--- src/rtl/core/tsr_pkg.sv ---
package tsr_pkg;

   // Fixed widths of the transaction fields.
   localparam int TARGET_W    = 12;
   localparam int ROOT_W      = 6;
   localparam int COUNT_W     = 7;
   localparam int MAX_RESULTS = 64;

   // One queued job: the masked target and the verdict of the front end.
   typedef struct packed {
      logic [TARGET_W-1:0] target;
      logic                no_rep;
   } tsr_item_type;

   // Fill status of the job queue.
   typedef struct packed {
      logic full;
      logic empty;
   } tsr_qstat_type;

   typedef enum logic [1:0] {
      ST_IDLE,
      ST_SEEK,
      ST_PAIR,
      ST_FLUSH
   } tsr_state_type;

endpackage

--- src/rtl/core/tsr_front.sv ---
module tsr_front #(
   parameter int VALUE_WIDTH = 12
) (
   input  logic                           start,
   input  tsr_pkg::tsr_qstat_type         q_stat,
   input  logic [tsr_pkg::TARGET_W-1:0]   req_target,
   output logic                           push,
   output tsr_pkg::tsr_item_type          push_item
);
   import tsr_pkg::*;

   logic [VALUE_WIDTH-1:0] value;
   logic                   zero_below;
   logic                   no_rep;

   assign value = req_target[VALUE_WIDTH-1:0];

   // A value of the form 4^k * (8m + 7) is never a sum of three squares.
   always_comb begin
      zero_below = 1'b1;
      no_rep     = 1'b0;
      for (int k = 0; 2 * k + 2 < VALUE_WIDTH; k++) begin
         if (zero_below && (value[2 * k +: 3] == 3'b111)) begin
            no_rep = 1'b1;
         end
         zero_below = zero_below & ~value[2 * k] & ~value[2 * k + 1];
      end
   end

   assign push             = start & ~q_stat.full;
   assign push_item.target = TARGET_W'(value);
   assign push_item.no_rep = no_rep;

endmodule

--- src/rtl/core/tsr_queue.sv ---
module tsr_queue (
   input  logic                   clock,
   input  logic                   reset,
   input  logic                   push,
   input  tsr_pkg::tsr_item_type  push_item,
   input  logic                   pop,
   output tsr_pkg::tsr_item_type  head_item,
   output tsr_pkg::tsr_qstat_type q_stat
);
   import tsr_pkg::*;

   localparam int DEPTH = 2;
   localparam int PTR_W = $clog2(DEPTH);
   localparam int CNT_W = $clog2(DEPTH + 1);

   tsr_item_type     entry_ff [DEPTH];
   logic [PTR_W-1:0] wr_ptr_ff, wr_ptr_in;
   logic [PTR_W-1:0] rd_ptr_ff, rd_ptr_in;
   logic [CNT_W-1:0] fill_ff, fill_in;

   assign q_stat.full  = (fill_ff == CNT_W'(DEPTH));
   assign q_stat.empty = (fill_ff == '0);
   assign head_item    = entry_ff[rd_ptr_ff];

   always_comb begin
      wr_ptr_in = push ? wr_ptr_ff + PTR_W'(1) : wr_ptr_ff;
      rd_ptr_in = pop ? rd_ptr_ff + PTR_W'(1) : rd_ptr_ff;
      fill_in   = fill_ff + CNT_W'(push) - CNT_W'(pop);
   end

   always_ff @(posedge clock) begin
      if (reset) begin
         wr_ptr_ff <= '0;
         rd_ptr_ff <= '0;
         fill_ff   <= '0;
      end else begin
         wr_ptr_ff <= wr_ptr_in;
         rd_ptr_ff <= rd_ptr_in;
         fill_ff   <= fill_in;
      end
   end

   always_ff @(posedge clock) begin
      if (push) begin
         entry_ff[wr_ptr_ff] <= push_item;
      end
   end

endmodule

--- src/rtl/core/tsr_back.sv ---
module tsr_back #(
   parameter int VALUE_WIDTH = 12
) (
   input  logic                         clock,
   input  logic                         reset,
   input  tsr_pkg::tsr_qstat_type       q_stat,
   input  tsr_pkg::tsr_item_type        head_item,
   output logic                         pop,
   output logic                         rsp_valid,
   output logic [tsr_pkg::ROOT_W-1:0]   rsp_first_root,
   output logic [tsr_pkg::ROOT_W-1:0]   rsp_second_root,
   output logic [tsr_pkg::ROOT_W-1:0]   rsp_third_root,
   output logic                         rsp_found,
   output logic [tsr_pkg::COUNT_W-1:0]  rsp_rep_count,
   output logic                         rsp_last
);
   import tsr_pkg::*;

   localparam int RW   = (VALUE_WIDTH + 1) / 2;
   localparam int SQ_W = 2 * RW;
   localparam logic [RW-1:0]   CMAX    = RW'((2 ** RW) - 1);
   localparam logic [SQ_W-1:0] CMAX_SQ = SQ_W'(((2 ** RW) - 1) * ((2 ** RW) - 1));

   tsr_state_type state_ff, state_in;

   logic [SQ_W-1:0]    x_ff, x_in;
   logic [SQ_W-1:0]    rem_ff, rem_in;
   logic [RW-1:0]      a_ff, a_in, b_ff, b_in, c_ff, c_in, top_ff, top_in;
   logic [SQ_W-1:0]    a_sq_ff, a_sq_in, b_sq_ff, b_sq_in;
   logic [SQ_W-1:0]    c_sq_ff, c_sq_in, top_sq_ff, top_sq_in;
   logic [COUNT_W-1:0] count_ff, count_in;
   logic [RW-1:0]      pa_ff, pa_in, pb_ff, pb_in, pc_ff, pc_in;

   logic               rsp_valid_ff, rsp_valid_in;
   logic [ROOT_W-1:0]  rsp_a_ff, rsp_a_in, rsp_b_ff, rsp_b_in, rsp_c_ff, rsp_c_in;
   logic               rsp_found_ff, rsp_found_in;
   logic [COUNT_W-1:0] rsp_count_ff, rsp_count_in;
   logic               rsp_last_ff, rsp_last_in;

   logic [SQ_W+1:0]    three_a;
   logic               a_done;
   logic [SQ_W-1:0]    rem_now;
   logic [SQ_W:0]      pair_sum;
   logic               hit, under;
   logic               narrow;
   logic               full_now;
   logic [SQ_W-1:0]    a_next_sq;

   // Shared comparisons of the walk.
   always_comb begin
      three_a   = {2'b00, a_sq_ff} + {1'b0, a_sq_ff, 1'b0};
      a_done    = three_a > {2'b00, x_ff};
      rem_now   = x_ff - a_sq_ff;
      pair_sum  = {1'b0, b_sq_ff} + {1'b0, c_sq_ff};
      hit       = pair_sum == {1'b0, rem_ff};
      under     = pair_sum < {1'b0, rem_ff};
      narrow    = (b_ff == c_ff) || ((b_ff + RW'(1)) == c_ff);
      full_now  = hit && (count_ff == COUNT_W'(MAX_RESULTS - 1));
      a_next_sq = a_sq_ff + SQ_W'({a_ff, 1'b0}) + SQ_W'(1);
   end

   // Next state.
   always_comb begin
      state_in = state_ff;
      unique case (state_ff)
         ST_IDLE: begin
            if (!q_stat.empty) begin
               state_in = head_item.no_rep ? ST_FLUSH : ST_SEEK;
            end
         end
         ST_SEEK: begin
            if (a_done) begin
               state_in = ST_FLUSH;
            end else if (top_sq_ff <= rem_now) begin
               state_in = ST_PAIR;
            end
         end
         ST_PAIR: begin
            if (full_now) begin
               state_in = ST_FLUSH;
            end else if (hit ? narrow : (b_ff == c_ff)) begin
               state_in = ST_SEEK;
            end
         end
         ST_FLUSH: begin
            state_in = ST_IDLE;
         end
         default: begin
            state_in = ST_IDLE;
         end
      endcase
   end

   // Datapath and result register.
   always_comb begin
      pop          = 1'b0;
      x_in         = x_ff;
      rem_in       = rem_ff;
      a_in         = a_ff;
      a_sq_in      = a_sq_ff;
      b_in         = b_ff;
      b_sq_in      = b_sq_ff;
      c_in         = c_ff;
      c_sq_in      = c_sq_ff;
      top_in       = top_ff;
      top_sq_in    = top_sq_ff;
      count_in     = count_ff;
      pa_in        = pa_ff;
      pb_in        = pb_ff;
      pc_in        = pc_ff;
      rsp_valid_in = 1'b0;
      rsp_a_in     = rsp_a_ff;
      rsp_b_in     = rsp_b_ff;
      rsp_c_in     = rsp_c_ff;
      rsp_found_in = rsp_found_ff;
      rsp_count_in = rsp_count_ff;
      rsp_last_in  = rsp_last_ff;
      unique case (state_ff)
         ST_IDLE: begin
            if (!q_stat.empty) begin
               pop       = 1'b1;
               x_in      = SQ_W'(head_item.target[VALUE_WIDTH-1:0]);
               a_in      = '0;
               a_sq_in   = '0;
               top_in    = CMAX;
               top_sq_in = CMAX_SQ;
               count_in  = '0;
            end
         end
         ST_SEEK: begin
            if (!a_done) begin
               if (top_sq_ff > rem_now) begin
                  top_in    = top_ff - RW'(1);
                  top_sq_in = top_sq_ff - SQ_W'({top_ff, 1'b0}) + SQ_W'(1);
               end else begin
                  b_in    = a_ff;
                  b_sq_in = a_sq_ff;
                  c_in    = top_ff;
                  c_sq_in = top_sq_ff;
                  rem_in  = rem_now;
               end
            end
         end
         ST_PAIR: begin
            if (hit) begin
               // The held triple is now known not to be the final one.
               if (count_ff != '0) begin
                  rsp_valid_in = 1'b1;
                  rsp_a_in     = ROOT_W'(pa_ff);
                  rsp_b_in     = ROOT_W'(pb_ff);
                  rsp_c_in     = ROOT_W'(pc_ff);
                  rsp_found_in = 1'b1;
                  rsp_count_in = count_ff;
                  rsp_last_in  = 1'b0;
               end
               pa_in    = a_ff;
               pb_in    = b_ff;
               pc_in    = c_ff;
               count_in = count_ff + COUNT_W'(1);
               if (!full_now) begin
                  if (narrow) begin
                     a_in    = a_ff + RW'(1);
                     a_sq_in = a_next_sq;
                  end else begin
                     b_in    = b_ff + RW'(1);
                     b_sq_in = b_sq_ff + SQ_W'({b_ff, 1'b0}) + SQ_W'(1);
                     c_in    = c_ff - RW'(1);
                     c_sq_in = c_sq_ff - SQ_W'({c_ff, 1'b0}) + SQ_W'(1);
                  end
               end
            end else if (b_ff == c_ff) begin
               a_in    = a_ff + RW'(1);
               a_sq_in = a_next_sq;
            end else if (under) begin
               b_in    = b_ff + RW'(1);
               b_sq_in = b_sq_ff + SQ_W'({b_ff, 1'b0}) + SQ_W'(1);
            end else begin
               c_in    = c_ff - RW'(1);
               c_sq_in = c_sq_ff - SQ_W'({c_ff, 1'b0}) + SQ_W'(1);
            end
         end
         ST_FLUSH: begin
            rsp_valid_in = 1'b1;
            rsp_last_in  = 1'b1;
            rsp_count_in = count_ff;
            if (count_ff == '0) begin
               rsp_a_in     = '0;
               rsp_b_in     = '0;
               rsp_c_in     = '0;
               rsp_found_in = 1'b0;
            end else begin
               rsp_a_in     = ROOT_W'(pa_ff);
               rsp_b_in     = ROOT_W'(pb_ff);
               rsp_c_in     = ROOT_W'(pc_ff);
               rsp_found_in = 1'b1;
            end
         end
         default: begin
         end
      endcase
   end

   always_ff @(posedge clock) begin
      if (reset) begin
         state_ff     <= ST_IDLE;
         rsp_valid_ff <= 1'b0;
         count_ff     <= '0;
      end else begin
         state_ff     <= state_in;
         rsp_valid_ff <= rsp_valid_in;
         count_ff     <= count_in;
      end
   end

   always_ff @(posedge clock) begin
      x_ff         <= x_in;
      rem_ff       <= rem_in;
      a_ff         <= a_in;
      a_sq_ff      <= a_sq_in;
      b_ff         <= b_in;
      b_sq_ff      <= b_sq_in;
      c_ff         <= c_in;
      c_sq_ff      <= c_sq_in;
      top_ff       <= top_in;
      top_sq_ff    <= top_sq_in;
      pa_ff        <= pa_in;
      pb_ff        <= pb_in;
      pc_ff        <= pc_in;
      rsp_a_ff     <= rsp_a_in;
      rsp_b_ff     <= rsp_b_in;
      rsp_c_ff     <= rsp_c_in;
      rsp_found_ff <= rsp_found_in;
      rsp_count_ff <= rsp_count_in;
      rsp_last_ff  <= rsp_last_in;
   end

   assign rsp_valid       = rsp_valid_ff;
   assign rsp_first_root  = rsp_a_ff;
   assign rsp_second_root = rsp_b_ff;
   assign rsp_third_root  = rsp_c_ff;
   assign rsp_found       = rsp_found_ff;
   assign rsp_rep_count   = rsp_count_ff;
   assign rsp_last        = rsp_last_ff;

   a_pair_ordered: assert property (@(posedge clock) disable iff (reset)
      state_ff == ST_PAIR |-> (a_ff <= b_ff) && (b_ff <= c_ff))
      else $error("pair walk left the ordered region");

   a_empty_result: assert property (@(posedge clock) disable iff (reset)
      rsp_valid_ff && !rsp_found_ff |-> rsp_last_ff && (rsp_count_ff == '0))
      else $error("empty result is not a lone final result");

   a_triple_sums: assert property (@(posedge clock) disable iff (reset)
      rsp_valid_ff && rsp_found_ff |->
         (14'(rsp_a_ff) * 14'(rsp_a_ff) + 14'(rsp_b_ff) * 14'(rsp_b_ff)
          + 14'(rsp_c_ff) * 14'(rsp_c_ff)) == 14'(x_ff))
      else $error("emitted triple does not sum to the target");

   a_count_steps: assert property (@(posedge clock) disable iff (reset)
      rsp_valid_ff && rsp_found_ff && !rsp_last_ff |=>
         !rsp_valid_ff || (rsp_count_ff == $past(rsp_count_ff) + COUNT_W'(1)))
      else $error("running count skipped within a target");

endmodule

--- src/rtl/core/three_square_representations.sv ---
// Finds every triple a <= b <= c with a*a + b*b + c*c equal to the target and
// reports them in ascending order of (a, b, c), one result transaction each,
// with a running count and the final result marked by rsp_last. A target with
// no triple gives a single result with rsp_found low and rsp_rep_count zero.
// A transaction is accepted on a clock edge where start is high and busy is
// low. A front end masks the target to VALUE_WIDTH bits and recognizes values
// of the form 4^k * (8m + 7), which have no triple; a two-entry job queue then
// holds targets for the back end, so busy rises only when two jobs wait.
// The back end walks one step per clock: for each a it first lowers a shared
// c bound until c*c fits the remainder, then runs b upward and c downward
// toward each other; a target recognized in the front end skips the walk.
// Results appear on rsp_valid for exactly one cycle each and must be taken
// then, because the receiver cannot stall the block; consecutive results of
// one target may arrive on consecutive cycles.
module three_square_representations #(
   parameter int VALUE_WIDTH = 12
) (
   input  logic                         clock,
   input  logic                         reset,
   input  logic                         start,
   output logic                         busy,
   input  logic [tsr_pkg::TARGET_W-1:0] req_target,
   output logic                         rsp_valid,
   output logic [tsr_pkg::ROOT_W-1:0]   rsp_first_root,
   output logic [tsr_pkg::ROOT_W-1:0]   rsp_second_root,
   output logic [tsr_pkg::ROOT_W-1:0]   rsp_third_root,
   output logic                         rsp_found,
   output logic [tsr_pkg::COUNT_W-1:0]  rsp_rep_count,
   output logic                         rsp_last
);
   import tsr_pkg::*;

   tsr_qstat_type q_stat;
   tsr_item_type  push_item;
   tsr_item_type  head_item;
   logic          push;
   logic          pop;

   // Busy only reflects queue space, so a new target can be taken while
   // the back end is still walking the previous one.
   assign busy = q_stat.full;

   tsr_front #(
      .VALUE_WIDTH (VALUE_WIDTH)
   ) u_front (
      .start      (start),
      .q_stat     (q_stat),
      .req_target (req_target),
      .push       (push),
      .push_item  (push_item)
   );

   tsr_queue u_queue (
      .clock     (clock),
      .reset     (reset),
      .push      (push),
      .push_item (push_item),
      .pop       (pop),
      .head_item (head_item),
      .q_stat    (q_stat)
   );

   tsr_back #(
      .VALUE_WIDTH (VALUE_WIDTH)
   ) u_back (
      .clock           (clock),
      .reset           (reset),
      .q_stat          (q_stat),
      .head_item       (head_item),
      .pop             (pop),
      .rsp_valid       (rsp_valid),
      .rsp_first_root  (rsp_first_root),
      .rsp_second_root (rsp_second_root),
      .rsp_third_root  (rsp_third_root),
      .rsp_found       (rsp_found),
      .rsp_rep_count   (rsp_rep_count),
      .rsp_last        (rsp_last)
   );

endmodule
--- config.mk ---
export PLATFORM = sky130hd
export DESIGN_NAME = three_square_representations
export DESIGN_NICKNAME = d
export VERILOG_FILES = /design/src/rtl/core/tsr_pkg.sv /design/src/rtl/core/tsr_front.sv /design/src/rtl/core/tsr_queue.sv /design/src/rtl/core/tsr_back.sv /design/src/rtl/core/three_square_representations.sv
export SDC_FILE = /design/constraint.sdc
export NUM_CORES = 1
export LEC_CHECK = 0
export BUFFER_PORTS_ARGS = -buffer_cell sky130_fd_sc_hd__buf_2
export CAP_MARGIN = 40
export CELL_PAD_IN_SITES_DETAIL_PLACEMENT = 0
export CELL_PAD_IN_SITES_GLOBAL_PLACEMENT = 1
export CORE_ASPECT_RATIO = 1.2
export CORE_MARGIN = 2
export CORE_UTILIZATION = 45
export DETAILED_ROUTE_END_ITERATION = 10
export PLACE_DENSITY_LB_ADDON = 0.15
export SYNTH_ARGS = -nofsm -noshare
export SYNTH_HDL_FRONTEND = slang
export SYNTH_HIERARCHICAL = 1
export SYNTH_SLANG_ARGS = --single-unit
--- constraint.sdc ---
create_clock -name clock -period 7.3 [get_ports clock]
set_clock_uncertainty 0.1 [all_clocks]
set_input_delay 0.73 -clock clock [delete_from_list [all_inputs] [get_ports clock]]
set_output_delay 0.73 -clock clock [all_outputs]
set_load 0.1 [all_outputs]
Yosys cells after proc, flatten, opt, wreduce, memory -nomap -nowiden:

Memories as Yosys holds them, arrays and structs flattened. A register that Yosys moved wholly into a read port is not among the register bits.
Index checks and enable logic that the tools add are counted.

* input bits: 15
* RAM bits: 26
* flip-flop bits (word level): 155
* memories: 1
* output and inout port bits: 29

Memories
* u_queue.entry_ff: depth 2, width 13, rd ports 1, clocked after Yosys merged registers in 1, write ports 1, line tsr_queue.sv:16 `tsr_item_type entry_ff [DEPTH];`

* multiplexer cells: 99
* equal/unequal tests: 28
* bitwise gates (word level): 20
* add/subtract/negate cells: 20
* magnitude comparators: 4
* reductions and logical operators: 24

Operator list (count)
* 12-bit two-way mux: 22
* 6-bit two-way mux: 31
* 12-bit case mux with 2 select lines: 4
* 6-bit case mux with 2 select lines: 7
* 12-bit by 1-bit adder with 12-bit output, second input constant: 4
* 7-bit two-way mux: 4
* 7-bit case mux with 2 select lines: 2
* 12-bit by 7-bit adder with 12-bit output: 2
* 12-bit by 7-bit subtractor with 12-bit output: 2
* 1-bit two-way mux: 19
* 3-bit equality test, second input constant: 5
* 12-bit by 13-bit adder with 14-bit output: 1
* 14-bit by 12-bit greater-than comparator with 1-bit output: 1
* 7-bit AND reduction: 2
* 12-bit by 12-bit adder with 13-bit output: 1
* 13-bit by 12-bit equality test with 1-bit output: 1
* 13-bit by 12-bit < comparator with 1-bit output: 1
* 6-bit by 1-bit adder with 6-bit output, second input constant: 2
* 6-bit equality test: 2
* 12-bit greater-than comparator: 1
* 12-bit <= comparator: 1
* 2-bit two-way mux: 6
* 3-bit by 1-bit inequality test with 1-bit output, second input constant: 4
* 1-bit inverter: 12
* 26 further kinds: 58

Longest topological paths before layout:

* depth after elaboration: 10
* depth in mapped cells: 19
* mapped depth without buffers: 19

Cells and area by module:

The synthesis kept the hierarchy.

Modules (own cells, without submodules)
* tsr_back: cells an instance 979, area each 9989.6 µm², seq. area each 4434.3 µm², instances 1
* tsr_queue: cells an instance 61, area each 1192.4 µm², seq. area each 880.8 µm², instances 1
* tsr_front: cells an instance 27, area each 175.2 µm², seq. area each 0.0 µm², instances 1

Least setup slack after synthesis:

No wires, ideal clock.

* path type: register -> register
* start point: reg u_back.x_ff[0]
* end point: reg u_back.rem_ff[0] (enable)
* library setup time: 396 ps
* path slack: 2013 ps
* clock period less this slack: 5287 ps
* cell stages (with the launch flop): 19
* arrival time: 4791 ps
* cell sequence: edfxtp_1 -> inv_1 -> ha_1 -> inv_1 -> fa_1 -> a21o_1 -> a21oi_1 -> o21bai_1 -> a2111o_1 -> a31o_2 -> a21o_1 -> xnor2_1 -> ha_1 -> nand2_1 -> o21ai_0 -> a2111oi_0 -> a21oi_1 -> or4_1 -> nor3_1

* word-level cells in the longest chain between the ends: 4
* elaborated cells between the ends (all ways): 6
* classes of those cells: 1 x add/sub; 2 x order compare; 2 x bitwise; 1 x reduce/logical

RTL lines
* from (decl): line tsr_back.sv:26 `logic [SQ_W-1:0] x_ff, x_in;`
* from (signal assigned): line tsr_back.sv:216 `x_ff <= x_in;`
* 12-bit subtractor: line tsr_back.sv:53 `rem_now = x_ff - a_sq_ff;`
* 12-bit greater-than comparator: line tsr_back.sv:132 `if (top_sq_ff > rem_now) begin`
* 1-bit inverter (no source line)
* 3-bit AND reduction (no source line) *
* to (signal assigned): line tsr_back.sv:217 `rem_ff <= rem_in;`
* to (decl): line tsr_back.sv:27 `logic [SQ_W-1:0] rem_ff, rem_in;`

Mark *: on every way between the ends. The rest lies on a longest branch, timed or not.
A chain may end at the register's enable or synchronous reset.

Final worst setup path:

* start point: reg u_back.a_sq_ff[0]
* end point: reg u_back.c_ff[2] (enable)

* word-level cells in the longest chain between the ends: 4
* elaborated cells between the ends (all ways): 7
* classes of those cells: 2 x add/sub; 2 x order compare; 2 x eq/ne; 1 x reduce/logical

RTL lines
* from (decl): line tsr_back.sv:29 `logic [SQ_W-1:0] a_sq_ff, a_sq_in, b_sq_ff, b_sq_in;`
* from (signal assigned): line tsr_back.sv:219 `a_sq_ff <= a_sq_in;`
* 12-bit by 13-bit adder with 14-bit output / 12-bit subtractor (equally long branches): line tsr_back.sv:51, tsr_back.sv:53
* 14-bit by 12-bit greater-than comparator with 1-bit output / 12-bit greater-than comparator (equally long branches): line tsr_back.sv:52, tsr_back.sv:132
* 2-bit inequality test (no source line)
* 7-bit AND reduction (no source line) *
* to (signal assigned): line tsr_back.sv:222 `c_ff <= c_in;`
* to (decl): line tsr_back.sv:28 `logic [RW-1:0] a_ff, a_in, b_ff, b_in, c_ff, c_in, top_ff, top_in;`

Marks and branches as above.

==> impl.org <==
** STA
- The count of pins over their slew limit is 0.
- Adding up every negative setup slack in the final design gives 0 ns.
- At the pin with the least slew margin, the transition time is 0.9150 ns.
- RSZ-0062 raised after global routing :: false
- In the finished design, the share of the clock period the worst path needs comes to 72.20%.
- Hold Slack :: 0.3813 ns
- Period minus WS final :: 5.270 ns
- Max-slew headroom :: 38.20%
- Static timing analysis puts the maximum clock frequency at 189.7 MHz.
- The number of failing hold endpoints at the final stage is 0.
- Final setup violation count :: 0

** Worst hold path
- In this run the most critical hold path is launched from req_target[11].
- WHS Endpoint :: u_queue/entry_ff[1][12]
- Hold-critical path depth :: 1
- The tightest min-delay check is of the primary input to flop type.

** Synthesis
- Number of flops mapped to enable cells by yosys :: 167
- A synthesized cell averages 10.64 um2.
- During synthesis, Yosys emitted a total of 6 warnings.
- Summed over all instances, the cell type with the most area after synthesis is edfxtp_1.
- Cells taking the most area after synthesis :: edfxtp_1, ha_1, xnor2_1
- In this run the biggest area consumer among cell types represents 44.16% of the synthesized area.
- For this run, the register share of the synthesized area comes to 46.80%.
- The netlist uses 63 different library cells.
- Synthesis-stage register bit count :: 182
- Synthesis produced a netlist whose cell count is 1067.
- Post-synthesis cell area :: 0.01136 mm2
- Ys async rst share :: 0%
- Synthesized netlist net count :: 1213
- Predominant post-synthesis flop cell :: edfxtp_1

** Global routing
- Entering global routing, the biggest net connects 55 pins.
- Residual overflow from global routing :: 0
- The via count of the first global-routing pass is 7498.
- The first global-routing pass estimated 39300 um of wire.
- Overall routing resource usage :: 19.42%
- The number of antenna violations at the first check in global routing came to 0.

** Clocking
- In this run, post-CTS repair resized a total of 0 instances.
- CTS saw 182 sinks.
- Maximum clock path buffer count :: 2
- The tree is rooted in a clkbuf_16.
- At the later pin of the worst-skew pair, clock insertion delay measures 0.43 ns.
- Count of H-tree levels built during CTS :: 4
- Setup bufs post-CTS :: 0
- Clock-pin slew was measured on the worst setup and hold paths at 0.07 ns.
- # hold bufs at CTS :: 0
- Clock tree from TritonCTS :: done
- Buffers inserted during clock tree synthesis total 17.

** Place
- Final GP Congestion :: 0.8549
- IO buf count :: 43
- Detailed placement finished with a half-perimeter wire length of 18610 um.

** Detailed routing
- Pre-Repair DR Iteration Count :: 5
- Detail-routed net length per standard cell :: 16.83 um
- Detailed-route DRC error count :: 0
- Across all layers, the routed design uses 7645 vias.
- The first routing iteration left 525 violations.
- In the routed layout, each cell is associated on average with a via count of 5.291.
- Wires add up to 24320 um.
- Count of nets left with antenna violations after detail routing :: 0

** Cells and area
- Layout area overhead :: 9.849%
- After the last flow step, the layout net total stands at 1253.
- # diodes :: 0
- Ratio of cells with drive above 1 in the final layout :: 10.71%
- Counting the fill cells in the layout gives 2313.

** Critical path
- The worst register-to-register path has a depth of 18.
- At the worst endpoint, the arrival time is 5.24 ns.
- STA puts the critical path data required time at 7.27 ns.
- Of all nets on the critical path, the largest fanout is 18.
- The setup path with the least slack is of type flop to flop.
- Category of the worst setup path launch point :: flop
- Critical Path Sink Type :: flop
- The worst register-to-register path begins at u_back/a_sq_ff[0].
- Reg-to-reg setup timing slack :: 2.03 ns
- The worst register-to-register path ends at u_back/c_ff[2].

** Job
- Across the run, the number of max-cap violations was 0.

** Die
- Measured along the x axis, the die boundary spans 149.0 um.
- The floorplan step defined a die boundary enclosing 0.02653 mm2.
- The initial utilization of the core area, before any placement, comes to 45.89%.
- Row generation in the floorplan step produced 63 rows.
- Die Y-Extent :: 178.0 um
- Ports :: 44
- After floorplanning, the core was sized to cover 0.02475 mm2.

** Status
- Status :: completed
## synthesized netlist by cell type (all sizes together), types with 14 or more instances
master / number
nor2b: 21
o21ai: 66
nand2b: 14
inv: 107
buf: 16
and2: 22
ha: 124
nor3: 25
clkbuf: 17
a21oi: 62
xor2: 30
dfxtp: 15
nand2: 79
xnor2: 56
edfxtp: 167
nor2: 70
o21a: 14
nand3: 21
## layout make-up
| type | count | area, um2 | share of cell area [%] |
|---|---|---|---|
| Clock buffer | 20 | 436.7 | 3.500 |
| Clock inverter | 12 | 121.4 | 0.9728 |
| Inverter | 107 | 401.6 | 3.219 |
| Multi-Input combinational cell | 745 | 5477 | 43.90 |
| Sequential cell | 182 | 5315 | 42.60 |
| Tap cell | 325 | 406.6 | 3.259 |
| Timing Repair Buffer | 54 | 317.8 | 2.547 |
## through the flow
| step | instances | util, % | instance area, um2 | setup slack [ns] |
|---|---|---|---|---|
| after floorplan | 1067 | - | 11360 | 2.013 |
| final | 1445 | 50.40 | 12480 | 2.030 |
| after global placement | 1411 | 48.01 | 11880 | 2.070 |
| after CTS | 1445 | 50.40 | 12480 | 2.039 |
| after global routing | 1445 | 50.40 | 12480 | 1.596 |
| after detailed placement | 1413 | 48.15 | 11920 | 2.080 |
## routing by layer
layer / GRT usage (%) / vias up / part of all wire, % / routed length (um)
met5: 0 / - / 0 / 0
met1: 24.39 / 3598 / 44 / 10780
met2: 33.60 / 144 / 50 / 12110
li1: - / 3875 / - / -
met4: 7.262 / 0 / 2.8 / 683
met3: 3.274 / 28 / 3.1 / 746
## flip-flops by register name (all words and copies together), names as in the netlist, 7 cells and up, named ones only
name,flops
u_queue/entry_ff,26
u_back/a_sq_ff,12
u_back/b_sq_ff,12
u_back/c_sq_ff,12
u_back/rem_ff,12
u_back/top_sq_ff,12
u_back/x_ff,12
u_back/count_ff,7
u_back/rsp_rep_count,7
## kinds of logic (layout without fill, tap and decap cells)
logic type / Yosys count / in the layout / synth area share, %
mux: 14 / 14 / 1.708
xor+xnor: 87 / 87 / 6.830
compound gates: 213 / 213 / 11.70
flops: 182 / 182 / 46.80
fa+ha+maj: 131 / 131 / 14.89
buf+inv: 140 / 193 / 5.134
simple gates: 300 / 300 / 12.93
## worst max path at each step
stage	start	to	slack [ns]	depth (start not counted)
after floorplan	u_back/x_ff[0]	u_back/rem_ff[0]	2.01	18
after global placement	u_back/a_sq_ff[0]	u_back/c_ff[5]	2.07	18
after detailed placement	u_back/a_sq_ff[0]	u_back/c_ff[5]	2.08	18
after CTS	u_back/a_sq_ff[0]	u_back/c_ff[3]	2.04	18
after global routing	u_back/a_sq_ff[0]	u_back/c_ff[3]	1.60	18
final	u_back/a_sq_ff[0]	u_back/c_ff[2]	2.03	18
## cell usage in the layout, fill, tap and decap left out, drive strengths merged, types with 22 or more instances in the layout
cell type / instances
and2: 22
nor3: 25
nor2: 70
o21ai: 66
inv: 111
ha: 124
buf: 54
xor2: 30
edfxtp: 167
nand2: 79
xnor2: 56
a21oi: 62
## worst max-delay path, stage by stage, from the launching register on
cell and delay [ns]:
edfxtp_1 0.44, ha_1 0.21, inv_1 0.06, fa_1 0.39, a21o_1 0.17, a21oi_1 0.24
o21bai_1 0.12, a2111o_1 0.43, a31o_2 0.23, a21o_1 0.20, xnor2_1 0.13, ha_1 0.30
nand2_1 0.06, o21ai_0 0.09, a2111oi_0 0.40, a21oi_1 0.20, nor4b_1 0.40, a2bb2oi_1 0.15
o21ba_2 0.59
Power is not shown: default switching activity piles up to over one toggle a cycle in this logic, so the estimate is an artifact.
